--- config.mk ---
export PLATFORM = sky130hd
export DESIGN_NAME = infix_to_postfix_converter_unit_flat
export DESIGN_NICKNAME = d
export VERILOG_FILES = /design/src/rtl/itp_pkg.sv /design/src/rtl/itp_in_if.sv /design/src/rtl/itp_out_if.sv /design/src/rtl/itp_cell.sv /design/src/rtl/itp_ctrl.sv /design/src/rtl/infix_to_postfix_converter_unit.sv /design/src/flat_wrapper.sv
export SDC_FILE = /design/constraint.sdc
export NUM_CORES = 1
export LEC_CHECK = 0
export ABC_AREA = 1
export BUFFER_PORTS_ARGS = -buffer_cell sky130_fd_sc_hd__buf_2
export CAP_MARGIN = 15
export CORE_ASPECT_RATIO = 0.8
export CORE_MARGIN = 1
export CORE_UTILIZATION = 40
export CTS_BUF_LIST = sky130_fd_sc_hd__clkbuf_4 sky130_fd_sc_hd__clkbuf_8
export DETAILED_ROUTE_END_ITERATION = 8
export GPL_ROUTABILITY_DRIVEN = 1
export GPL_TIMING_DRIVEN = 0
export MAX_ROUTING_LAYER = met4
export PLACE_DENSITY_LB_ADDON = 0.05
export SYNTH_ARGS = -nofsm -noshare
export SYNTH_HDL_FRONTEND = slang
export SYNTH_SLANG_ARGS = --single-unit
--- constraint.sdc ---
create_clock -name clk -period 10.4 [get_ports clk]
set_input_delay 2.08 -clock clk [delete_from_list [all_inputs] [get_ports clk]]
set_output_delay 2.08 -clock clk [all_outputs]
set_load 0.01 [all_outputs]
--- src/rtl/itp_pkg.sv ---
`timescale 1ns / 1ps
// ----------------------------------------------------------------------------
// itp_pkg
// Shared types, character codes and operator helpers for the infix to
// postfix converter.
// ----------------------------------------------------------------------------
package itp_pkg;

  localparam int STACK_DEPTH_DEF = 32;
  localparam int CHAR_W          = 8;

  localparam logic [CHAR_W-1:0] CH_CARET  = 8'h5E;
  localparam logic [CHAR_W-1:0] CH_STAR   = 8'h2A;
  localparam logic [CHAR_W-1:0] CH_SLASH  = 8'h2F;
  localparam logic [CHAR_W-1:0] CH_PLUS   = 8'h2B;
  localparam logic [CHAR_W-1:0] CH_MINUS  = 8'h2D;
  localparam logic [CHAR_W-1:0] CH_LPAREN = 8'h28;
  localparam logic [CHAR_W-1:0] CH_RPAREN = 8'h29;
  localparam logic [CHAR_W-1:0] CH_LO_A   = 8'h61;
  localparam logic [CHAR_W-1:0] CH_LO_Z   = 8'h7A;
  localparam logic [CHAR_W-1:0] CH_UP_A   = 8'h41;
  localparam logic [CHAR_W-1:0] CH_UP_Z   = 8'h5A;
  localparam logic [CHAR_W-1:0] CH_DIG_0  = 8'h30;
  localparam logic [CHAR_W-1:0] CH_DIG_9  = 8'h39;

  typedef enum logic [1:0] {
    STK_HOLD = 2'd0,
    STK_PUSH = 2'd1,
    STK_POP  = 2'd2
  } stk_op_t;

  typedef struct packed {
    stk_op_t           op;
    logic [CHAR_W-1:0] data;
  } stk_cmd_t;

  function automatic logic is_operand(input logic [CHAR_W-1:0] c);
    return ((c >= CH_LO_A) && (c <= CH_LO_Z)) ||
           ((c >= CH_UP_A) && (c <= CH_UP_Z)) ||
           ((c >= CH_DIG_0) && (c <= CH_DIG_9));
  endfunction

  function automatic logic [1:0] prec_of(input logic [CHAR_W-1:0] c);
    logic [1:0] p;
    p = 2'd0;
    if (c == CH_CARET) begin
      p = 2'd3;
    end else if ((c == CH_STAR) || (c == CH_SLASH)) begin
      p = 2'd2;
    end else if ((c == CH_PLUS) || (c == CH_MINUS)) begin
      p = 2'd1;
    end
    return p;
  endfunction

  // true when the stacked operator leaves before the incoming one
  function automatic logic pops_before(input logic [CHAR_W-1:0] top_c,
                                       input logic [CHAR_W-1:0] new_c);
    logic [1:0] pt;
    logic [1:0] pc;
    pt = prec_of(top_c);
    pc = prec_of(new_c);
    return (pt > pc) || ((pt == pc) && (new_c != CH_CARET));
  endfunction

endpackage

--- src/rtl/itp_in_if.sv ---
`timescale 1ns / 1ps
// ----------------------------------------------------------------------------
// itp_in_if
// Input channel: one infix character per beat with an end of expression mark.
// ----------------------------------------------------------------------------
interface itp_in_if;
  logic       valid;
  logic       ready;
  logic [7:0] in_char;
  logic       end_of_expression;

  modport source (output valid, output in_char, output end_of_expression, input ready);
  modport sink   (input valid, input in_char, input end_of_expression, output ready);
endinterface

--- src/rtl/itp_out_if.sv ---
`timescale 1ns / 1ps
// ----------------------------------------------------------------------------
// itp_out_if
// Output channel: one postfix character per beat, flagged on the last beat
// of a run.
// ----------------------------------------------------------------------------
interface itp_out_if;
  logic       valid;
  logic       ready;
  logic [7:0] out_char;
  logic       last_of_run;

  modport source (output valid, output out_char, output last_of_run, input ready);
  modport sink   (input valid, input out_char, input last_of_run, output ready);
endinterface

--- src/rtl/itp_cell.sv ---
`timescale 1ns / 1ps
// ----------------------------------------------------------------------------
// itp_cell
// One entry of the shifting operator stack. A push takes the entry above,
// a pop takes the entry below.
// ----------------------------------------------------------------------------
module itp_cell
  import itp_pkg::*;
(
  input  logic              clk,
  input  stk_cmd_t          cmd,
  input  logic [CHAR_W-1:0] from_above,
  input  logic [CHAR_W-1:0] from_below,
  output logic [CHAR_W-1:0] data
);

  always_ff @(posedge clk) begin
    unique case (cmd.op)
      STK_PUSH: data <= from_above;
      STK_POP:  data <= from_below;
      default:  data <= data;
    endcase
  end

endmodule

--- src/rtl/itp_ctrl.sv ---
`timescale 1ns / 1ps
// ----------------------------------------------------------------------------
// itp_ctrl
// Sequencer for the converter: takes a character, steers the stack cells one
// action per cycle unless output backpressure stalls it, and loads the output register.
// ----------------------------------------------------------------------------
module itp_ctrl
  import itp_pkg::*;
#(
  parameter int STACK_DEPTH = STACK_DEPTH_DEF
) (
  input  logic              clk,
  input  logic              rst,
  itp_in_if.sink            in_item,
  itp_out_if.source         out_item,
  input  logic [CHAR_W-1:0] top_char,
  input  logic [CHAR_W-1:0] next_char,
  output stk_cmd_t          cmd
);

  localparam int CNT_W = $clog2(STACK_DEPTH + 1);

  typedef enum logic [2:0] {
    S_IDLE  = 3'b001,
    S_MAIN  = 3'b010,
    S_FLUSH = 3'b100
  } state_t;

  state_t            state;
  state_t            state_next;
  state_t            end_state;
  logic [CHAR_W-1:0] cur_char;
  logic              cur_eoe;
  logic [CNT_W-1:0]  cnt;
  logic [CNT_W-1:0]  cnt_next;
  logic [CNT_W-1:0]  cnt_m1;
  logic              ovalid;
  logic [CHAR_W-1:0] ochar;
  logic              olast;
  logic              emit;
  logic [CHAR_W-1:0] emit_char;
  logic              emit_last;
  logic              can_emit;
  logic              nonempty;
  logic              full;
  logic              top_lp;
  logic              next_lp;
  logic              more_r;
  logic              more_o;

  assign in_item.ready        = (state == S_IDLE);
  assign out_item.valid       = ovalid;
  assign out_item.out_char    = ochar;
  assign out_item.last_of_run = olast;

  assign can_emit  = !ovalid || out_item.ready;
  assign nonempty  = (cnt != '0);
  assign full      = (cnt == CNT_W'(STACK_DEPTH));
  assign cnt_m1    = cnt - CNT_W'(1);
  assign top_lp    = (top_char == CH_LPAREN);
  assign next_lp   = (next_char == CH_LPAREN);
  assign end_state = cur_eoe ? S_FLUSH : S_IDLE;

  // lookahead: does another beat follow this pop
  assign more_r = ((cnt_m1 != '0) && !next_lp) ||
                  (cur_eoe && next_lp && (cnt_m1 > CNT_W'(1)));
  assign more_o = ((cnt_m1 != '0) && !next_lp && pops_before(next_char, cur_char)) ||
                  cur_eoe;

  always_comb begin
    state_next = state;
    cnt_next   = cnt;
    cmd.op     = STK_HOLD;
    cmd.data   = cur_char;
    emit       = 1'b0;
    emit_char  = top_char;
    emit_last  = 1'b0;
    unique case (state)
      S_IDLE: begin
        if (in_item.valid) begin
          state_next = S_MAIN;
        end
      end
      S_MAIN: begin
        if (is_operand(cur_char)) begin
          if (can_emit) begin
            emit       = 1'b1;
            emit_char  = cur_char;
            emit_last  = !(cur_eoe && nonempty);
            state_next = end_state;
          end
        end else if (cur_char == CH_LPAREN) begin
          if (!full) begin
            cmd.op   = STK_PUSH;
            cnt_next = cnt + CNT_W'(1);
          end
          state_next = end_state;
        end else if (cur_char == CH_RPAREN) begin
          if (nonempty && !top_lp) begin
            if (can_emit) begin
              cmd.op    = STK_POP;
              cnt_next  = cnt_m1;
              emit      = 1'b1;
              emit_last = !more_r;
            end
          end else if (nonempty) begin
            cmd.op     = STK_POP;
            cnt_next   = cnt_m1;
            state_next = end_state;
          end else begin
            state_next = end_state;
          end
        end else begin
          if (nonempty && !top_lp && pops_before(top_char, cur_char)) begin
            if (can_emit) begin
              cmd.op    = STK_POP;
              cnt_next  = cnt_m1;
              emit      = 1'b1;
              emit_last = !more_o;
            end
          end else begin
            if (!full) begin
              cmd.op   = STK_PUSH;
              cnt_next = cnt + CNT_W'(1);
            end
            state_next = end_state;
          end
        end
      end
      S_FLUSH: begin
        if (nonempty) begin
          if (can_emit) begin
            cmd.op    = STK_POP;
            cnt_next  = cnt_m1;
            emit      = 1'b1;
            emit_last = (cnt == CNT_W'(1));
          end
        end else begin
          state_next = S_IDLE;
        end
      end
      default: begin
        state_next = S_IDLE;
      end
    endcase
  end

  always_ff @(posedge clk) begin
    if (rst) begin
      state  <= S_IDLE;
      cnt    <= '0;
      ovalid <= 1'b0;
    end else begin
      state <= state_next;
      cnt   <= cnt_next;
      if (emit) begin
        ovalid <= 1'b1;
      end else if (out_item.ready) begin
        ovalid <= 1'b0;
      end
    end
  end

  always_ff @(posedge clk) begin
    if ((state == S_IDLE) && in_item.valid) begin
      cur_char <= in_item.in_char;
      cur_eoe  <= in_item.end_of_expression;
    end
    if (emit) begin
      ochar <= emit_char;
      olast <= emit_last;
    end
  end

endmodule

--- src/rtl/infix_to_postfix_converter_unit.sv ---
`timescale 1ns / 1ps
// ----------------------------------------------------------------------------
// infix_to_postfix_converter_unit
// Shunting-yard infix to postfix converter built on a row of shifting stack
// cells.
// ----------------------------------------------------------------------------
// One character is taken per beat and its postfix characters leave one per
// beat, the final one flagged by last_of_run. The operator stack is a row of
// STACK_DEPTH cells that all shift together, so the sequencer does one push,
// pop or emitted character at a time: it takes an item in only while idle,
// pops each entry that must leave, then ends the item with a step that emits
// an operand, pushes, discards the matching '(' or finds the stack empty, and
// when the item ends an expression, it pops every entry left on the stack and
// then returns to idle. A push onto a full stack is dropped; output
// backpressure simply stalls the sequencer.
module infix_to_postfix_converter_unit
  import itp_pkg::*;
#(
  parameter int STACK_DEPTH = STACK_DEPTH_DEF
) (
  input  logic      clk,
  input  logic      rst,
  itp_in_if.sink    in_item,
  itp_out_if.source out_item
);

  stk_cmd_t          cmd;
  logic [CHAR_W-1:0] cell_q [STACK_DEPTH];

  itp_ctrl #(
    .STACK_DEPTH (STACK_DEPTH)
  ) u_ctrl (
    .clk       (clk),
    .rst       (rst),
    .in_item   (in_item),
    .out_item  (out_item),
    .top_char  (cell_q[0]),
    .next_char (cell_q[1]),
    .cmd       (cmd)
  );

  for (genvar i = 0; i < STACK_DEPTH; i++) begin : g_cell
    logic [CHAR_W-1:0] above;
    logic [CHAR_W-1:0] below;
    if (i == 0) begin : g_head
      assign above = cmd.data;
    end else begin : g_body
      assign above = cell_q[i-1];
    end
    if (i == STACK_DEPTH - 1) begin : g_tail
      assign below = '0;
    end else begin : g_link
      assign below = cell_q[i+1];
    end
    itp_cell u_cell (
      .clk        (clk),
      .cmd        (cmd),
      .from_above (above),
      .from_below (below),
      .data       (cell_q[i])
    );
  end

endmodule

--- src/flat_wrapper.sv ---
// flat-port wrapper written by rule: the top's interface ports become plain ports
module infix_to_postfix_converter_unit_flat import itp_pkg::*;
#(
  parameter int STACK_DEPTH = STACK_DEPTH_DEF
)
  (clk, rst, in_item_valid, in_item_in_char, in_item_end_of_expression, in_item_ready, out_item_valid, out_item_out_char, out_item_last_of_run, out_item_ready);
  itp_in_if in_item_i ();
  itp_out_if out_item_i ();
  input  logic clk;
  input  logic rst;
  input wire logic [$bits(in_item_i.valid)-1:0] in_item_valid;
  input wire logic [$bits(in_item_i.in_char)-1:0] in_item_in_char;
  input wire logic [$bits(in_item_i.end_of_expression)-1:0] in_item_end_of_expression;
  output wire logic [$bits(in_item_i.ready)-1:0] in_item_ready;
  output wire logic [$bits(out_item_i.valid)-1:0] out_item_valid;
  output wire logic [$bits(out_item_i.out_char)-1:0] out_item_out_char;
  output wire logic [$bits(out_item_i.last_of_run)-1:0] out_item_last_of_run;
  input wire logic [$bits(out_item_i.ready)-1:0] out_item_ready;
  assign in_item_i.valid = in_item_valid;
  assign in_item_i.in_char = in_item_in_char;
  assign in_item_i.end_of_expression = in_item_end_of_expression;
  assign in_item_ready = in_item_i.ready;
  assign out_item_valid = out_item_i.valid;
  assign out_item_out_char = out_item_i.out_char;
  assign out_item_last_of_run = out_item_i.last_of_run;
  assign out_item_i.ready = out_item_ready;
  infix_to_postfix_converter_unit #(.STACK_DEPTH(STACK_DEPTH)) u_core (.clk(clk), .rst(rst), .in_item(in_item_i), .out_item(out_item_i));
endmodule
==> results_dict.tcl <==
set metrics [dict create \
    status "complete, no violations" \
    cp_max_fo 10 \
    finalSetupTns_ns 0 \
    pwr-share-comb 0.086 \
    netlist_area_sq_mm 0.0129 \
    leakagePower_nw 5.58 \
    hold_viol_final 0 \
    pre_cts_ws_ns 4.97 \
    syn_to_final_growth_pct 12.9 \
    vias_per_cell 4.96 \
    crit_path_start_kind "input pin" \
    drive_above_1_share 0.113 \
    async_reset_ff_frac 0 \
    swShare 0.246 \
    rr_startpoint "u_core.u_ctrl.cur_char[4]$_DFFE_PP_" \
    whs_ns 0.530 \
    slew_headroom 0.546 \
    setup_viol 0 \
    post-cts-setup-buffers 0 \
    synth_edf_count 274 \
    die_h_um 163 \
    reg2reg_depth 18 \
    synth.yosys.seq_area_share 0.651 \
    ctsResizeCount 0 \
    cts_inserted_buffers 48 \
    syn_inst 1274 \
    first_iter_violations 568 \
    synthFlopType "edfxtp_1" \
    p_seq_frac 0.523 \
    first_global_vias 9144 \
    ios 24 \
    rsz0062_at_grt "no" \
    clk_pin_slew_ns 0.06 \
    core_area_sq_mm 0.0316 \
    power_density_mw_per_mm2 178 \
    hp-start "u_core.g_cell[31].u_cell.data[6]$_SDFFCE_PN0P_" \
    rr_endpoint "u_core.g_cell[7].u_cell.data[6]$_DFFE_PP_" \
    synth_nets 1298 \
    worstSkewPairLatency_ns 0.58 \
    cts_tree "built" \
    maxCapViolCount 0 \
    worstPathRequired_ns 10.70 \
    synth_area_per_cell_sq_um 10.2 \
    dp_hpwl_um 19300 \
    avgRoutedWirePerCell_um 15.8 \
    via_count 8950 \
    ant_nets 0 \
    finalCritPeriodShare 0.461 \
    synth_top_cell_area_share 0.636 \
    dieArea_sq_mm 0.0331 \
    routabilityCongestion 0.882 \
    hold_depth 2 \
    wl_um 28600 \
    fin_crit_ns 4.80 \
    design_area_sq_mm 0.0146 \
    yosys.area.top_type "edfxtp_1" \
    power_frac_clock 0.391 \
    fmax_mhz 209 \
    start_util 0.409 \
    p_int_mw 1.96 \
    endpoint_kind "flop" \
    final-max-slew-violation-count 0 \
    antenna_found_initial 0 \
    grt_pass1_wl_um 47300 \
    cts_sinks 284 \
    power.switching_mw 0.639 \
    final_nets 1373 \
    diodes 0 \
    dpl_cell_area_sq_mm 0.0136 \
    min_to "u_core.g_cell[30].u_cell.data[6]$_DFFE_PP_" \
    grtUsageTotal 0.185 \
    rows 58 \
    synth.area.top_cells "edfxtp_1 64%, nand2_1 6.2%, o21ai_0 5.9%, inv_1 5.0%, a21oi_1 5.0%" \
    port_buffers 23 \
    gr-total-overflow 0 \
    cts.path.max_buffers 3 \
    arrival_ns 5.09 \
    worst-setup-path-type "in2reg" \
    grt_max_degree 115 \
    utilization 0.462 \
    fin_ws_ns 5.60 \
    hold_path_class "reg2reg" \
    crit_start "out_item_ready" \
    synth_warnings 0 \
    ys_seq_elements 284 \
    skew_ns 0.0183 \
    ys_types 41 \
    die_x_um 203 \
    tightest_slew_ns 0.681 \
    ir_worst_vdd_uv 93.1 \
    holdBufCountCts 0 \
    htree_levels 2 \
    root_buffer "clkbuf_8" \
    dr.pass1.iters 5 \
    ff2ff_setup_slack_ns 5.78 \
    drc 0 \
]
[cell usage in the layout, fill, tap and decap left out, types with 11 or more instances in the layout]
master,count
edfxtp_1,274
buf_2,40
nand3_1,22
nor2_1,150
clkbuf_8,50
clkbuf_4,20
a21oi_1,129
o21ai_0,153
ha_1,11
inv_1,173
nand2_1,213
clkbuf_1,33
[cell usage after synthesis (7+ instances only)]
cell type    n
clkbuf_1    33
inv_2        9
nand2_1    213
a21oi_1    129
dfxtp_1     10
ha_1        11
nand4_1      8
o21ai_0    153
o21ai_1      8
inv_1      174
edfxtp_1   274
nand3_1     22
nor2_1     150
buf_1        7
buf_2       17
[how the worst max path moves through the flow]
stage	endpoint	slack, ns	depth (start not counted)
floorplan	u_core.g_cell[0].u_cell.data[0]$_DFFE_PP_	1.74	7
global placement	u_core.g_cell[14].u_cell.data[4]$_DFFE_PP_	-1.24	8
detailed placement	u_core.g_cell[28].u_cell.data[5]$_DFFE_PP_	4.97	11
CTS	u_core.g_cell[28].u_cell.data[5]$_DFFE_PP_	5.58	11
global route	u_core.g_cell[28].u_cell.data[3]$_DFFE_PP_	5.31	18
finish	u_core.g_cell[7].u_cell.data[6]$_DFFE_PP_	5.60	11
[critical path: stages]
cell	delay [ns]
buf_2	0.09
nor2_1	0.06
clkbuf_1	0.26
nor4_1	0.41
a21oi_1	0.08
o21ai_0	0.17
ha_1	0.47
buf_2	0.31
clkbuf_1	0.50
clkbuf_1	0.49
a21oi_1	0.15
[flip-flops by register name (all words and copies together), names as in the netlist]
name / count
u_core.g_cell.u_cell.data: 256
u_core.u_ctrl.cur_eoe: 1
u_core.u_ctrl.out_item.last_of_run: 1
u_core.u_ctrl.out_item.valid: 1
u_core.u_ctrl.out_item.out_char: 8
u_core.u_ctrl.state: 3
u_core.u_ctrl.cnt: 6
u_core.u_ctrl.cur_char: 8
[final cells by class]
type,instances,area [sq um]
fillers,3102,17000
flip-flops and latches,284,8430
multi-input cells,746,3570
clock buffers,70,838
inverters,185,704
well taps,420,526
plain buffers,59,251
repair buffers,25,170
clock inverters,17,128
[metrics by stage]
step                power (mW)  instances
floorplan                 1.56       1274
global placement          1.63       1717
detailed placement        1.61       1719
CTS                       2.65       1806
global route              2.73       1806
finish                    2.60       1806
[layer usage]
layer / global-route usage / vias up / part of all wire
met5: - / - / 0
met2: 0.259 / 143 / 0.42
met3: 0.0318 / 61 / 0.038
met4: 0.0608 / 0 / 0.026
li1: - / 4458 / -
met1: 0.269 / 4288 / 0.52
[kinds of logic after synthesis]
| group | Yosys count | share of synthesized area |
|---|---|---|
| flops | 284 | 0.651 |
| buf+inv | 244 | 0.0733 |
| fa+ha+maj | 11 | 0.0106 |
| simple gates | 421 | 0.138 |
| compound gates | 305 | 0.121 |
| xor+xnor | 7 | 0.00474 |
| mux | 2 | 0.00174 |
[power groups by stage]
stage	combinational (mW)	sequential [mW]	clock, mW
finish	0.225	1.36	1.02
global route	0.260	1.37	1.10
CTS	0.229	1.36	1.06
detailed placement	0.228	1.38	0
global placement	0.220	1.41	0
floorplan	0.164	1.39	0
No activity file was read; power rests on OpenSTA's default activity.
